`config.mk`:
```
export PLATFORM = sky130hd
export DESIGN_NAME = fsk4_frame_symbol_builder
export DESIGN_NICKNAME = d
export VERILOG_FILES = /design/src/design/fsk4fb_pkg.sv /design/src/design/fsk4fb_dibit_sel.sv /design/src/design/fsk4fb_seq.sv /design/src/design/fsk4_frame_symbol_builder.sv
export SDC_FILE = /design/constraint.sdc
export NUM_CORES = 1
export LEC_CHECK = 0
export ABC_AREA = 1
export BUFFER_PORTS_ARGS = -buffer_cell sky130_fd_sc_hd__buf_2
export CAP_MARGIN = 20
export CORE_MARGIN = 1.5
export CORE_UTILIZATION = 60
export CTS_CLUSTER_DIAMETER = 50
export DETAILED_ROUTE_END_ITERATION = 16
export GPL_TIMING_DRIVEN = 1
export PLACE_DENSITY = 0.83
export SLEW_MARGIN = 20
export SYNTH_ARGS = -nofsm -noshare
export SYNTH_HDL_FRONTEND = slang
export SYNTH_SLANG_ARGS = --single-unit
```
`constraint.sdc`:
```
create_clock -name clk -period 5.8 [get_ports clk]
set_clock_uncertainty 0.2 [all_clocks]
set_input_delay 0 -clock clk [delete_from_list [all_inputs] [get_ports clk]]
set_output_delay 0 -clock clk [all_outputs]
set_load 0.005 [all_outputs]
```
`src/design/fsk4fb_pkg.sv`:
```
// fsk4fb_pkg: shared constants and word types for the 4FSK frame symbol builder.
// No dependencies; imported by fsk4fb_seq and the top level.
`default_nettype none

package fsk4fb_pkg;

	localparam int MAX_PAYLOAD_BYTES = 32;
	localparam int PREAMBLE_SYMBOLS  = 16;
	localparam int SYNC_SYMBOLS      = 8;

	// symbols held in the sync register; sync positions past this send 0
	localparam int SYNC_REG_SYMS = 8;

	// symbol counter covers the longest header section
	localparam int CNT_W = 6;

	localparam logic [CNT_W-1:0] PRE_LAST    = CNT_W'(PREAMBLE_SYMBOLS - 1);
	localparam logic [CNT_W-1:0] SYNC_LAST   = CNT_W'(SYNC_SYMBOLS - 1);
	localparam logic [CNT_W-1:0] SYNC_IN_REG = CNT_W'(SYNC_REG_SYMS);
	localparam logic [CNT_W-1:0] DIBIT_LAST  = CNT_W'(3);
	localparam logic [7:0]       MAX_LEN     = 8'(MAX_PAYLOAD_BYTES);

	typedef struct packed {
		logic [7:0] payload_byte;
		logic [7:0] payload_len;
		logic       first_of_frame;
		logic       last_of_frame;
	} fsk4fb_in_t;

	typedef struct packed {
		logic [1:0] symbol;
		logic       end_of_run;
		logic       length_error;
	} fsk4fb_out_t;

endpackage

`default_nettype wire

```
`src/design/fsk4fb_dibit_sel.sv`:
```
// fsk4fb_dibit_sel: shared dibit extraction unit, picks one 2-bit symbol from a
// 16-bit word, first symbol in the top bits. Depends on nothing.
`default_nettype none

module fsk4fb_dibit_sel (
	input  wire logic [15:0] word,
	input  wire logic [2:0]  idx,
	output logic [1:0]       dibit
);

	logic [3:0]  shamt;
	logic [15:0] shifted;

	// symbol i sits at bits 15-2i .. 14-2i: shift right by 2*(7-i)
	assign shamt   = {~idx, 1'b0};
	assign shifted = word >> shamt;
	assign dibit   = shifted[1:0];

endmodule

`default_nettype wire

```
`src/design/fsk4fb_seq.sv`:
```
// fsk4fb_seq: frame sequencer; walks preamble, sync, length, payload and checksum
// one symbol per unstalled cycle via the dibit unit. Uses fsk4fb_pkg, fsk4fb_dibit_sel.
`default_nettype none

module fsk4fb_seq
	import fsk4fb_pkg::*;
(
	input  wire logic        clk,
	input  wire logic        arst_n,
	input  wire logic [15:0] sync_pattern,
	input  wire logic        in_accept,
	input  wire fsk4fb_in_t  in_word,
	output logic             busy,
	input  wire logic        out_stall,
	output logic             out_valid,
	output fsk4fb_out_t      out_word
);

	typedef enum logic [2:0] {
		ST_IDLE,
		ST_ERR,
		ST_PRE,
		ST_SYNC,
		ST_LEN,
		ST_BYTE,
		ST_SUM
	} state_t;

	state_t           state_q;
	logic [CNT_W-1:0] cnt_q;
	logic [7:0]       byte_q;
	logic [7:0]       len_q;
	logic             last_q;
	logic [7:0]       sum_q;
	logic             dropped_q;

	logic [15:0] sel_word;
	logic [2:0]  sel_idx;
	logic [1:0]  sel_dibit;
	logic [1:0]  sym;
	logic        advance;
	logic        dibit_end;
	logic        sec_end;
	logic        run_end;

	fsk4fb_dibit_sel u_dibit (
		.word  (sel_word),
		.idx   (sel_idx),
		.dibit (sel_dibit)
	);

	always_comb begin
		sel_word = '0;
		sel_idx  = {1'b0, cnt_q[1:0]};
		sym      = sel_dibit;
		case (state_q)
			ST_PRE: begin
				sym = {2{cnt_q[0]}};
			end
			ST_SYNC: begin
				sel_word = sync_pattern;
				sel_idx  = cnt_q[2:0];
				if (cnt_q >= SYNC_IN_REG) begin
					sym = 2'd0;
				end
			end
			ST_LEN:  sel_word = {len_q, 8'h00};
			ST_BYTE: sel_word = {byte_q, 8'h00};
			ST_SUM:  sel_word = {sum_q, 8'h00};
			default: sym = 2'd0;
		endcase
	end

	// end of the current section, and last symbol of the current input word
	always_comb begin
		sec_end = 1'b0;
		run_end = 1'b0;
		case (state_q)
			ST_ERR:  run_end = 1'b1;
			ST_PRE:  sec_end = (cnt_q == PRE_LAST);
			ST_SYNC: sec_end = (cnt_q == SYNC_LAST);
			ST_LEN:  sec_end = dibit_end;
			ST_BYTE: begin
				sec_end = dibit_end;
				run_end = dibit_end && !last_q;
			end
			ST_SUM: begin
				sec_end = dibit_end;
				run_end = dibit_end;
			end
			default: sec_end = 1'b0;
		endcase
	end

	assign busy      = (state_q != ST_IDLE);
	assign advance   = busy && (!out_valid || !out_stall);
	assign dibit_end = (cnt_q == DIBIT_LAST);

	always_ff @(posedge clk or negedge arst_n) begin
		if (!arst_n) begin
			state_q   <= ST_IDLE;
			cnt_q     <= '0;
			sum_q     <= '0;
			dropped_q <= 1'b0;
			out_valid <= 1'b0;
			out_word  <= '0;
		end else begin
			// hold a stalled symbol, drop a taken one unless a new one replaces it
			out_valid <= advance || (out_valid && out_stall);
			if (in_accept) begin
				cnt_q  <= '0;
				byte_q <= in_word.payload_byte;
				last_q <= in_word.last_of_frame;
				len_q  <= in_word.payload_len;
				if (in_word.first_of_frame) begin
					sum_q <= '0;
					if (in_word.payload_len > MAX_LEN) begin
						dropped_q <= 1'b1;
						state_q   <= ST_ERR;
					end else begin
						dropped_q <= 1'b0;
						state_q   <= ST_PRE;
					end
				end else if (dropped_q) begin
					// swallow the rest of a rejected frame
					if (in_word.last_of_frame) begin
						dropped_q <= 1'b0;
					end
				end else begin
					state_q <= ST_BYTE;
				end
			end else if (advance) begin
				out_word <= '{symbol: sym, end_of_run: run_end,
					length_error: (state_q == ST_ERR)};
				cnt_q    <= sec_end ? '0 : cnt_q + CNT_W'(1);
				case (state_q)
					ST_ERR: begin
						state_q <= ST_IDLE;
					end
					ST_PRE: begin
						if (sec_end) begin
							state_q <= ST_SYNC;
						end
					end
					ST_SYNC: begin
						if (sec_end) begin
							state_q <= ST_LEN;
						end
					end
					ST_LEN: begin
						if (dibit_end) begin
							// empty frame: checksum of zero closes it
							state_q <= (len_q == 8'd0) ? ST_SUM : ST_BYTE;
						end
					end
					ST_BYTE: begin
						if (dibit_end) begin
							sum_q   <= sum_q + byte_q;
							state_q <= last_q ? ST_SUM : ST_IDLE;
						end
					end
					ST_SUM: begin
						if (dibit_end) begin
							sum_q   <= '0;
							state_q <= ST_IDLE;
						end
					end
					default: state_q <= ST_IDLE;
				endcase
			end
		end
	end

endmodule

`default_nettype wire

```
`src/design/fsk4_frame_symbol_builder.sv`:
```
// fsk4_frame_symbol_builder: top level of the 4FSK frame symbol builder; holds the
// sync register and the ports. Uses fsk4fb_pkg and fsk4fb_seq.
`default_nettype none

// Turns payload bytes into 2-bit 4FSK symbols, one symbol per output word.
// The first word of a frame (first_of_frame high) sends a preamble of
// PREAMBLE_SYMBOLS alternating 0/3 symbols, the sync symbols from sync_pattern
// (first symbol in bits 15..14), the length byte as four dibits, and then its
// own payload byte. Every later word sends its byte as four dibits, most
// significant pair first; a word with last_of_frame also sends the 8-bit
// wrapping byte sum of the frame. A zero-length frame is one word that sends
// the header and a zero checksum; its byte is ignored. A length above
// MAX_PAYLOAD_BYTES gives one word with length_error set and symbol 0, and the
// remaining words of that frame, up to the one with last_of_frame, are dropped.
// end_of_run marks the last symbol caused by each input word.
// Timing: the sequencer makes one symbol per cycle unless the output stalls,
// with a single shared dibit extraction unit, so an input word holds in_stall
// high while its symbols go out (4 per payload byte, 4 more with the checksum,
// 28 more for the frame header, 1 for a length error), and output stalls hold
// it high longer. A dropped word raises no in_stall.
// The sync register may be written at any time through cfg_valid/cfg_ready
// (always ready) while the block is idle.

module fsk4_frame_symbol_builder
	import fsk4fb_pkg::*;
(
	input  wire logic        clk,
	input  wire logic        arst_n,
	input  wire logic        in_valid,
	output logic             in_stall,
	input  wire fsk4fb_in_t  in_data,
	output logic             out_valid,
	input  wire logic        out_stall,
	output fsk4fb_out_t      out_data,
	input  wire logic        cfg_valid,
	output logic             cfg_ready,
	input  wire logic [15:0] cfg_data
);

	logic [15:0] sync_pattern_q;
	logic        busy;

	// hold the sync word; reset value gives 0,1,2,3,3,2,1,0
	always_ff @(posedge clk or negedge arst_n) begin
		if (!arst_n) begin
			sync_pattern_q <= 16'h1BE4;
		end else if (cfg_valid && cfg_ready) begin
			sync_pattern_q <= cfg_data;
		end
	end

	assign cfg_ready = 1'b1;
	assign in_stall  = busy;

	fsk4fb_seq u_seq (
		.clk          (clk),
		.arst_n       (arst_n),
		.sync_pattern (sync_pattern_q),
		.in_accept    (in_valid && !busy),
		.in_word      (in_data),
		.busy         (busy),
		.out_stall    (out_stall),
		.out_valid    (out_valid),
		.out_word     (out_data)
	);

endmodule

`default_nettype wire
```
==> impl_metrics.ini, run 1 <==
[status]
outcome = complete, no violations

[cells_and_area]
fill_cells = 351
nets = 535
mostFrequentLayoutCells = nand2_1, dlygate4sd3_1, buf_2, inv_1, nand3_1
final_cell_area_sq_um = 4141
final_util = 0.8007
drive_gt1_frac = 0.1786
final_cells = 557
final_common_cell = nand2_1
multi_input_area_sq_um = 1494
area_delta_synth_final_pct = 27.75
n_antenna_cell = 0
register_area_sq_um = 1496

[global_routing]
antenna_found_initial = 0
overflow = 0
grt_pass1_wl_mm = 13.70
grt_pass1_vias = 2971
grt_max_degree = 41
grt_usage = 0.2977

[synthesis]
syn_area_per_cell_sq_um = 8.291
yosys_register_bits = 56
syn-num-nets = 440
synth_cell_types = 38
syn_inst = 391
synthSimpleGateAreaFrac = 0.2771
synthXorXnorAreaFrac = 0.02702
synth-adder-area-share = 0.04091
synth_compound_area_frac = 0.09301
synth_mux_area_frac = 0.02084
synth_edf_count = 17
synth_top_family_by_area = simple AND/OR/NAND/NOR gates
syn_area_sq_um = 3242
synthArstFlopShare = 0.6964
ys_warn_count = 0
synth_ff_type = dfrtp_1
yosysSeqAreaShare = 0.4616

[placed_design]
place.detailed.hpwl_mm = 5.184
dpl.cell_count = 493
post-place-ws_ns = 3.025
place_area_sq_um = 3486
io_buffers = 44
place_congestion = 0.8889

[floorplanning]
dieArea_sq_um = 5853
chipWidth_um = 76.51
start_util = 0.6268
core_sq_um = 5172
io_pins = 46
std_cell_rows = 26
chipHeight_um = 76.51

[cts]
clock_insertion_delay_worst_skew_ns = 0.32
cts_sinks = 56
cts.clk_slew.worst_paths_ns = 0.10
cts_setup_buffers = 0
clk_path_buf_depth = 2
cts_hold_buf = 56
cts_buffers = 5
cts_resized = 0
htreeDepth = 2
root_buffer = clkbuf_8
cts_tree = yes

[route]
antenna_left = 0
routed_wl_mm = 8.238
drc = 0
num_vias = 2986
avgRoutedWirePerCell_um = 14.79
drtPass1Iterations = 8
vias_per_cell = 5.361
drt_iter0_markers = 241

[worst_setup_path]
crit_chain = inv_2, nand2_1, nand2_1, nand2_4, inv_2, a31oi_4, nand2_2, nor2_8, inv_4, nand2_1, o21ai_2
startpoint_type = flip-flop
crit_path_max_fanout = 27
crit_path_end_kind = flip-flop
worst_ep_arrival_time_ns = 2.60
required_ns = 5.82
timing.rr.end = u_seq.sum_q[7]$_DFFE_PN0P_
slowest_delay_ns = 0.87
timing_worst_setup_path_type = reg -> reg
reg2reg_depth = 11
rrSetupSlack_ns = 3.22
timing.rr.start = u_seq.state_q[2]$_DFFE_PN0P_
crit_top_cell = nand2_1
slowest_stage = dfrtp_1

[hold_path]
holdPathEnd = sync_pattern_q[14]$_DFFE_PN0P_
hold_start = cfg_valid
hold-path-cell-count = 2
hp-class = in -> reg

[timing]
setup_tns_ns = 0
clock.fmax_ghz = 0.3871
tightestPinTransition_ns = 0.7927
period_share = 0.4454
maxSlewViolCount = 0
fin_ws_ns = 3.217
rsz0062_at_grt = false
post-route-min-period_ns = 2.583
finalSetupViolCount = 0
hold_viol = 0
relSlewSlack = 0.4715
timing.hold.ws_ns = 0.03718

[run]
drv_cap = 0

[power]
p_total_mw = 1.548
powerDensity_nw_per_um2 = 373.8
leakagePower_nw = 1.985
ir_worst_vdd_v = 0.0002396
==> state kept, by name, indices dropped and copies added (netlist names) <==
| name | count |
|---|---|
| u_seq.sum_q | 8 |
| sync_pattern_q | 16 |
| u_seq.last_q | 1 |
| u_seq.out_word | 4 |
| u_seq.dropped_q | 1 |
| u_seq.out_valid | 1 |
| u_seq.len_q | 8 |
| u_seq.byte_q | 8 |
| u_seq.cnt_q | 6 |
| u_seq.state_q | 3 |
==> cells by family (layout without fill, tap and decap cells) <==
kind of cell	Yosys count	in the layout
xor gates and xnor gates	10	10
buffers and inverters	61	157
muxes	6	6
AOI/OAI and AO/OA	49	49
DFF	56	56
other	1	1
and+or+nand+nor	198	198
adders and majority gates	10	10
==> critical path, delay by kind of cell (launching register included) <==
family	cells	cell delay [ns]
AOI/OAI and AO/OA	2	0.22
DFF	1	0.87
and+or+nand+nor	6	0.82
buffers and inverters	3	0.36
==> cells in the mapped netlist, types with 2 or more instances <==
cell type,n,area share
inv_1,42,0.049
clkbuf_1,8,0.0093
mux2_2,6,0.021
nor3_1,4,0.0062
nand4_1,19,0.037
ha_1,9,0.035
nand2_4,2,0.0069
o22ai_1,3,0.0058
nand2_1,98,0.11
buf_6,2,0.0069
o21ai_2,6,0.016
o21bai_1,2,0.0046
buf_4,2,0.0046
dfstp_2,8,0.065
dfrtp_1,31,0.24
a21oi_1,11,0.017
inv_2,4,0.0046
xor2_1,5,0.014
nand3_1,37,0.057
nor2_1,32,0.037
xnor2_1,5,0.014
o21ai_0,23,0.036
edfxtp_1,17,0.16
==> power breakdown <==
| part | internal (mW) | switching (mW) |
|---|---|---|
| sequential | 0.501 | 0.117 |
| combinational | 0.268 | 0.433 |
| clock | 0.0958 | 0.132 |
| total | 0.866 | 0.683 |
==> worst max path at each step <==
| stage | depth (start not counted) | end | start |
|---|---|---|---|
| final | 11 | u_seq.sum_q[7]$_DFFE_PN0P_ | u_seq.state_q[2]$_DFFE_PN0P_ |
| after global routing | 11 | u_seq.sum_q[7]$_DFFE_PN0P_ | u_seq.state_q[2]$_DFFE_PN0P_ |
| after CTS | 3 | u_seq.len_q[0]$_DFFE_PP_ | u_seq.state_q[1]$_DFFE_PN0P_ |
| after detailed placement | 3 | u_seq.byte_q[4]$_DFFE_PP_ | u_seq.state_q[1]$_DFFE_PN0P_ |
| after global placement | 3 | u_seq.byte_q[3]$_DFFE_PP_ | u_seq.state_q[1]$_DFFE_PN0P_ |
| after floorplan | 5 | u_seq.byte_q[0]$_DFFE_PP_ | u_seq.state_q[1]$_DFFE_PN0P_ |
==> metal layers <==
layer / GRT usage / share of wire
met3: 0.05150 / 0.053
met1: 0.3517 / 0.41
met5: 0 / 0
met2: 0.5545 / 0.52
met4: 0.07963 / 0.015
==> layout make-up <==
| cell class | instances | area share |
|---|---|---|
| timing repair buffer | 101 | 0.1903 |
| sequential | 56 | 0.3613 |
| tap | 70 | 0.02115 |
| multi-input combinational | 274 | 0.3607 |
| inverter | 48 | 0.04411 |
| clock buffer | 6 | 0.01994 |
| clock inverter | 2 | 0.002417 |
(Power assumes the default switching activity.)
==> run 2: changes to the inputs <==
--- a/config.mk
+++ b/config.mk
@@ -5,15 +5,15 @@
 export SDC_FILE = /design/constraint.sdc
 export NUM_CORES = 1
 export LEC_CHECK = 0
-export ABC_AREA = 1
+export ABC_AREA = 0
 export BUFFER_PORTS_ARGS = -buffer_cell sky130_fd_sc_hd__buf_2
 export CAP_MARGIN = 20
 export CORE_MARGIN = 1.5
-export CORE_UTILIZATION = 60
+export CORE_UTILIZATION = 52
 export CTS_CLUSTER_DIAMETER = 50
 export DETAILED_ROUTE_END_ITERATION = 16
 export GPL_TIMING_DRIVEN = 1
-export PLACE_DENSITY = 0.83
+export PLACE_DENSITY = 0.76
 export SLEW_MARGIN = 20
 export SYNTH_ARGS = -nofsm -noshare
 export SYNTH_HDL_FRONTEND = slang
==> constraint.sdc (replaced) <==
create_clock -name clk -period 2.2 [get_ports clk]
set_clock_uncertainty 0.2 [all_clocks]
set_input_delay 0 -clock clk [delete_from_list [all_inputs] [get_ports clk]]
set_output_delay 0 -clock clk [all_outputs]
set_load 0.005 [all_outputs]
==> impl_metrics.ini, run 2 <==
[global_routing]
grt_pass1_wl_mm = 13.17
overflow = 0
antenna_found_initial = 0
grt_usage = 0.2669
grt_max_degree = 40
grt_pass1_vias = 2645

[route]
antenna_left = 0
drtPass1Iterations = 5
avgRoutedWirePerCell_um = 17.37
num_vias = 2754
routed_wl_mm = 8.217
vias_per_cell = 5.822
drt_iter0_markers = 274
drc = 0

[synthesis]
yosys-top-cells-area = dfrtp_1, edfxtp_1, dfstp_2
ys_warn_count = 0
syn_inst = 289
synth.most_common_cell = dfrtp_1
synth_edf_count = 17
syn_area_sq_um = 3207
ys_top_cells_by_count = dfrtp_1, nand2_1, edfxtp_1, mux2_2, o21ai_0
synth_cell_types = 66
synth_top_cell_by_area = dfrtp_1
synthArstFlopShare = 0.6964
yosys_register_bits = 56
synth_top_area_share = 0.2419
syn_area_per_cell_sq_um = 11.10
yosysSeqAreaShare = 0.4666
synth_ff_type = dfrtp_1
syn-num-nets = 338

[worst_setup_path]
startpoint_type = flip-flop
timing.rr.end = u_seq.out_word[3]$_DFFE_PN0P_
crit_path_end_kind = flip-flop
reg2reg_depth = 6
startpoint = u_seq.state_q[1]$_DFFE_PN0P_
crit_path_max_fanout = 12
timing_worst_setup_path_type = reg -> reg
worst_ep_arrival_time_ns = 2.21
rrSetupSlack_ns = 0.006
critPathCapture = u_seq.out_word[3]$_DFFE_PN0P_
timing.rr.start = u_seq.state_q[1]$_DFFE_PN0P_
required_ns = 2.22

[timing]
finalSetupViolCount = 0
relSlewSlack = 0.6428
clock.fmax_ghz = 0.4557
period_share = 0.9974
fin_ws_ns = 0.005640
tightestPinTransition_ns = 0.5223
post-route-min-period_ns = 2.194
maxSlewViolCount = 0
hold_viol = 0

[floorplanning]
chipWidth_um = 81.53
core_sq_um = 5921
io_pins = 46
start_util = 0.5416
chipHeight_um = 81.53
dieArea_sq_um = 6647
std_cell_rows = 28

[power]
ir_worst_vdd_v = 0.0005741
leakagePower_nw = 1.826
powerDensity_nw_per_um2 = 953.4

[placed_design]
place_congestion = 0.8745
post-place-ws_ns = 0.04836
place.detailed.hpwl_mm = 5.355
io_buffers = 44

[cts]
cts_tree = yes
clock_insertion_delay_worst_skew_ns = 0.32
root_buffer = clkbuf_8
clk_path_buf_depth = 2
cts.clk_slew.worst_paths_ns = 0.10
cts_sinks = 56
cts_buffers = 5
htreeDepth = 2

[cells_and_area]
register_area_sq_um = 1498
final_common_cell = dlygate4sd3_1
largest_reg_flops = 16
nets = 446
drive_gt1_frac = 0.3090
multi_input_area_sq_um = 1649
top_register = sync_pattern_q
mostFrequentLayoutCells = dlygate4sd3_1, buf_2, dfrtp_1, nand2_1, buf_4
fill_cells = 420
final_util = 0.7274
area_delta_synth_final_pct = 34.30
n_antenna_cell = 0

[hold_path]
hp-class = in -> reg

[status]
outcome = complete, no violations

[run]
drv_cap = 0
-- run 2: layout make-up --
type | instances | area share
clock buffer | 6 | 0.02179
clock inverter | 2 | 0.009006
inverter | 5 | 0.004358
multi-input combinational | 212 | 0.3829
sequential | 56 | 0.3478
tap | 75 | 0.02179
timing repair buffer | 117 | 0.2124
-- run 2: cells by family (layout without fill, tap and decap cells) --
group                      count (synthesis)  in the layout  synth area share
buffers and inverters                     21            130           0.03277
AOI/OAI and AO/OA                         86             86            0.1963
DFF                                       56             56            0.4666
and+or+nand+nor                           79             79            0.1346
other                                      1              1          0.001169
muxes                                     29             29            0.1081
xor gates and xnor gates                   7              7           0.01912
adders and majority gates                 10             10           0.04136
-- run 2: per-stage QoR --
| stage | hold WS, ns | cells | TNS (ns) | area, sq um | power, mW |
|---|---|---|---|---|---|
| 3_5_place_dp | -0.09874 | 411 | 0 | 3590 | 3.189 |
| 5_1_grt | 0.03329 | 473 | -0.02876 | 4307 | 4.358 |
| 4_1_cts | 0.006125 | 471 | 0 | 4243 | 4.040 |
| 3_3_place_gp | -0.09755 | 411 | 0 | 3590 | 3.146 |
| 2_1_floorplan | -0.4956 | 289 | 0 | 3207 | 2.668 |
| 6_report | 0.03442 | 473 | 0 | 4307 | 4.106 |
-- run 2: where the power goes --
group          total (mW)  internal (mW)  switching (mW)  leakage [nW]
clock               0.767          0.413           0.354        0.0669
sequential           1.44           1.27           0.171         0.632
combinational        1.90          0.923           0.979          1.13
-- run 2: timing repair --
action                                  in CTS  in global routing
setup buffers                                0                  2
resized for setup                            0                 11
hold buffers                                52                  0
endpoints found under the hold margin       76                  0
endpoints found under the setup margin       0                  6
-- run 2: routing by layer --
metal	vias up	track usage	routed length, um
li1	1312	-	-
met1	1345	0.3712	3695
met2	88	0.4463	4069
met3	9	0.03667	355
met4	0	0.05517	97
met5	-	0	0
-- run 2: worst min path at each step --
| stage | from | end | slack (ns) | cells after the start |
|---|---|---|---|---|
| 6_report | cfg_valid | sync_pattern_q[4]$_DFFE_PN0P_ | 0.03 | 2 |
| 3_3_place_gp | arst_n | u_seq.dropped_q$_DFFE_PN0P_ | -0.1 | 2 |
| 3_5_place_dp | arst_n | u_seq.dropped_q$_DFFE_PN0P_ | -0.1 | 2 |
| 4_1_cts | cfg_valid | sync_pattern_q[4]$_DFFE_PN0P_ | 0.006 | 2 |
| 2_1_floorplan | arst_n | sync_pattern_q[0]$_DFFE_PN0P_ | -0.50 | 0 |
| 5_1_grt | cfg_valid | sync_pattern_q[4]$_DFFE_PN0P_ | 0.03 | 2 |
-- run 2: critical path: stages (launching register included) --
cell	delay, ns
dfrtp_1	0.47
nor2b_1	0.17
buf_4	0.19
a22o_1	0.24
a2111oi_0	0.53
nor3_1	0.11
a21o_1	0.18
==> run 3: changes to the inputs <==
--- a/config.mk
+++ b/config.mk
@@ -8,6 +8,7 @@
 export ABC_AREA = 0
 export BUFFER_PORTS_ARGS = -buffer_cell sky130_fd_sc_hd__buf_2
 export CAP_MARGIN = 20
+export CORE_ASPECT_RATIO = 1.75
 export CORE_MARGIN = 1.5
 export CORE_UTILIZATION = 52
 export CTS_CLUSTER_DIAMETER = 50
==> impl_metrics.ini, run 3 (synthesis gave the netlist of run 2 again) <==
[status]
outcome = complete, no violations

[route]
antenna_left = 0
vias_per_cell = 5.937
drc = 0
avgRoutedWirePerCell_um = 18.49
num_vias = 2826
drtPass1Iterations = 4
drt_iter0_markers = 170
routed_wl_mm = 8.803

[placed_design]
place.detailed.hpwl_mm = 5.668
place_area_sq_um = 3586
io_buffers = 44
place_congestion = 0.8657

[floorplanning]
core_sq_um = 5926
chipWidth_um = 62.37
io_pins = 46
chipHeight_um = 106.9
std_cell_rows = 37
dieArea_sq_um = 6666
start_util = 0.5412

[worst_setup_path]
crit_path_max_fanout = 3
startpoint_type = flip-flop
timing_worst_setup_path_type = reg -> reg
required_ns = 2.22
worst_ep_arrival_time_ns = 2.16
crit_path_end_kind = flip-flop

[cells_and_area]
register_area_sq_um = 1498
top_register = sync_pattern_q
n_antenna_cell = 0
nets = 446
final_cell_area_sq_um = 4249
fill_cells = 439
largest_reg_flops = 16
area_delta_synth_final_pct = 32.50
multi_input_area_sq_um = 1635
drive_gt1_frac = 0.3040
final_common_cell = dlygate4sd3_1
mostFrequentLayoutCells = dlygate4sd3_1, buf_2, dfrtp_1, nand2_1, buf_4

[cts]
root_buffer = clkbuf_8
cts.clk_slew.worst_paths_ns = 0.11
cts_buffers = 5
cts_sinks = 56
clk_path_buf_depth = 2
htreeDepth = 2
cts_tree = yes
clock_insertion_delay_worst_skew_ns = 0.32

[timing]
period_share = 0.9700
hold_viol = 0
timing.hold.ws_ns = 0.1038
clock.fmax_ghz = 0.4686
finalSetupViolCount = 0
relSlewSlack = 0.6524
setup_tns_ns = 0
tightestPinTransition_ns = 0.5215
post-route-min-period_ns = 2.134
maxSlewViolCount = 0

[run]
drv_cap = 0

[power]
swShare = 0.3891
clkPwrFrac = 0.143
intPower_mw = 2.427
p_seq_frac = 0.359
powerDensity_nw_per_um2 = 934.8
netSwitchingPower_mw = 1.545
ir_worst_vdd_v = 0.0006399
leakagePower_nw = 1.802
p_comb_frac = 0.498

[global_routing]
overflow = 0
grt_pass1_vias = 3004
grt_pass1_wl_mm = 14.25
antenna_found_initial = 0
grt_usage = 0.2769
grt_max_degree = 40

[hold_path]
hp-class = in -> async
==> run 3: cell count changes in the layout (fill, tap and decap cells not counted), sizes merged <==
cell | previous run | this run
clkinv | 0 | 2
buf | 65 | 64
bufinv | 1 | 0
clkbuf | 6 | 5
dlygate4sd3 | 52 | 53
==> run 3: metrics by stage <==
step	util	instances	power [mW]	setup slack [ns]
2_1_floorplan	-	289	2.668	0.07324
3_3_place_gp	0.6052	413	3.158	0.07153
3_5_place_dp	0.6052	413	3.186	0.01980
4_1_cts	0.7109	475	3.851	0.04503
5_1_grt	0.7171	476	4.206	-0.005841
6_report	0.7171	476	3.972	0.06609
==> run 3: final timing paths <==
| check | start | end | slack [ns] | depth (start not counted) |
|---|---|---|---|---|
| min in group clk | in_data[15] | u_seq.byte_q[5]$_DFFE_PP_ | 0.17 | 2 |
| worst min register to register | u_seq.dropped_q$_DFFE_PN0P_ | u_seq.dropped_q$_DFFE_PN0P_ | 0.30 | 1 |
| worst max register to register | u_seq.sum_q[0]$_DFFE_PN0P_ | u_seq.sum_q[6]$_DFFE_PN0P_ | 0.07 | 7 |
| max in group asynchronous | arst_n | sync_pattern_q[2]$_DFFE_PN1P_ | 1.31 | 3 |
| worst min-delay path | arst_n | u_seq.out_valid$_DFF_PN0_ | 0.10 | 3 |
| worst max-delay path | u_seq.sum_q[0]$_DFFE_PN0P_ | u_seq.sum_q[6]$_DFFE_PN0P_ | 0.07 | 7 |
==> run 3: worst max-delay path: stages, from the launching register on <==
cell	delay, ns
dfrtp_1	0.43
ha_2	0.24
fa_2	0.37
a211oi_1	0.22
o21bai_1	0.11
a21oi_1	0.17
xnor2_1	0.09
a22o_1	0.20
==> run 3: metal layers <==
layer / vias up / track usage / routed length (um)
met4: 0 / 0.1746 / 489
met5: - / 0 / 0
met1: 1370 / 0.2751 / 3028
met3: 42 / 0.03673 / 349
li1: 1305 / - / -
met2: 109 / 0.5326 / 4936
==> run 3: area by class of cell <==
class                           instances  area share
Timing Repair Buffer                  117      0.2150
Sequential cell                        56      0.3525
Clock buffer                            5     0.01620
Multi-Input combinational cell        212      0.3849
Inverter                                5    0.004417
Tap cell                               78     0.02297
Clock inverter                          3    0.004122
==> run 3: power by group through the flow <==
stage               logic [mW]  registers [mW]  clock network, mW
detailed placement        1.75            1.43                  0
floorplan                 1.28            1.39                  0
global route              2.15            1.44              0.611
CTS                       1.86            1.41              0.580
global placement          1.73            1.43                  0
finish                    1.98            1.43              0.567
==> run 3: repair_timing <==
action / in CTS / in global routing
pin swaps: 0 / 1
buffers inserted: 1 / 1
hold buffers: 53 / 0
setup endpoints to repair: 1 / 12
resized for setup: 1 / 9
hold endpoints to repair: 76 / 0
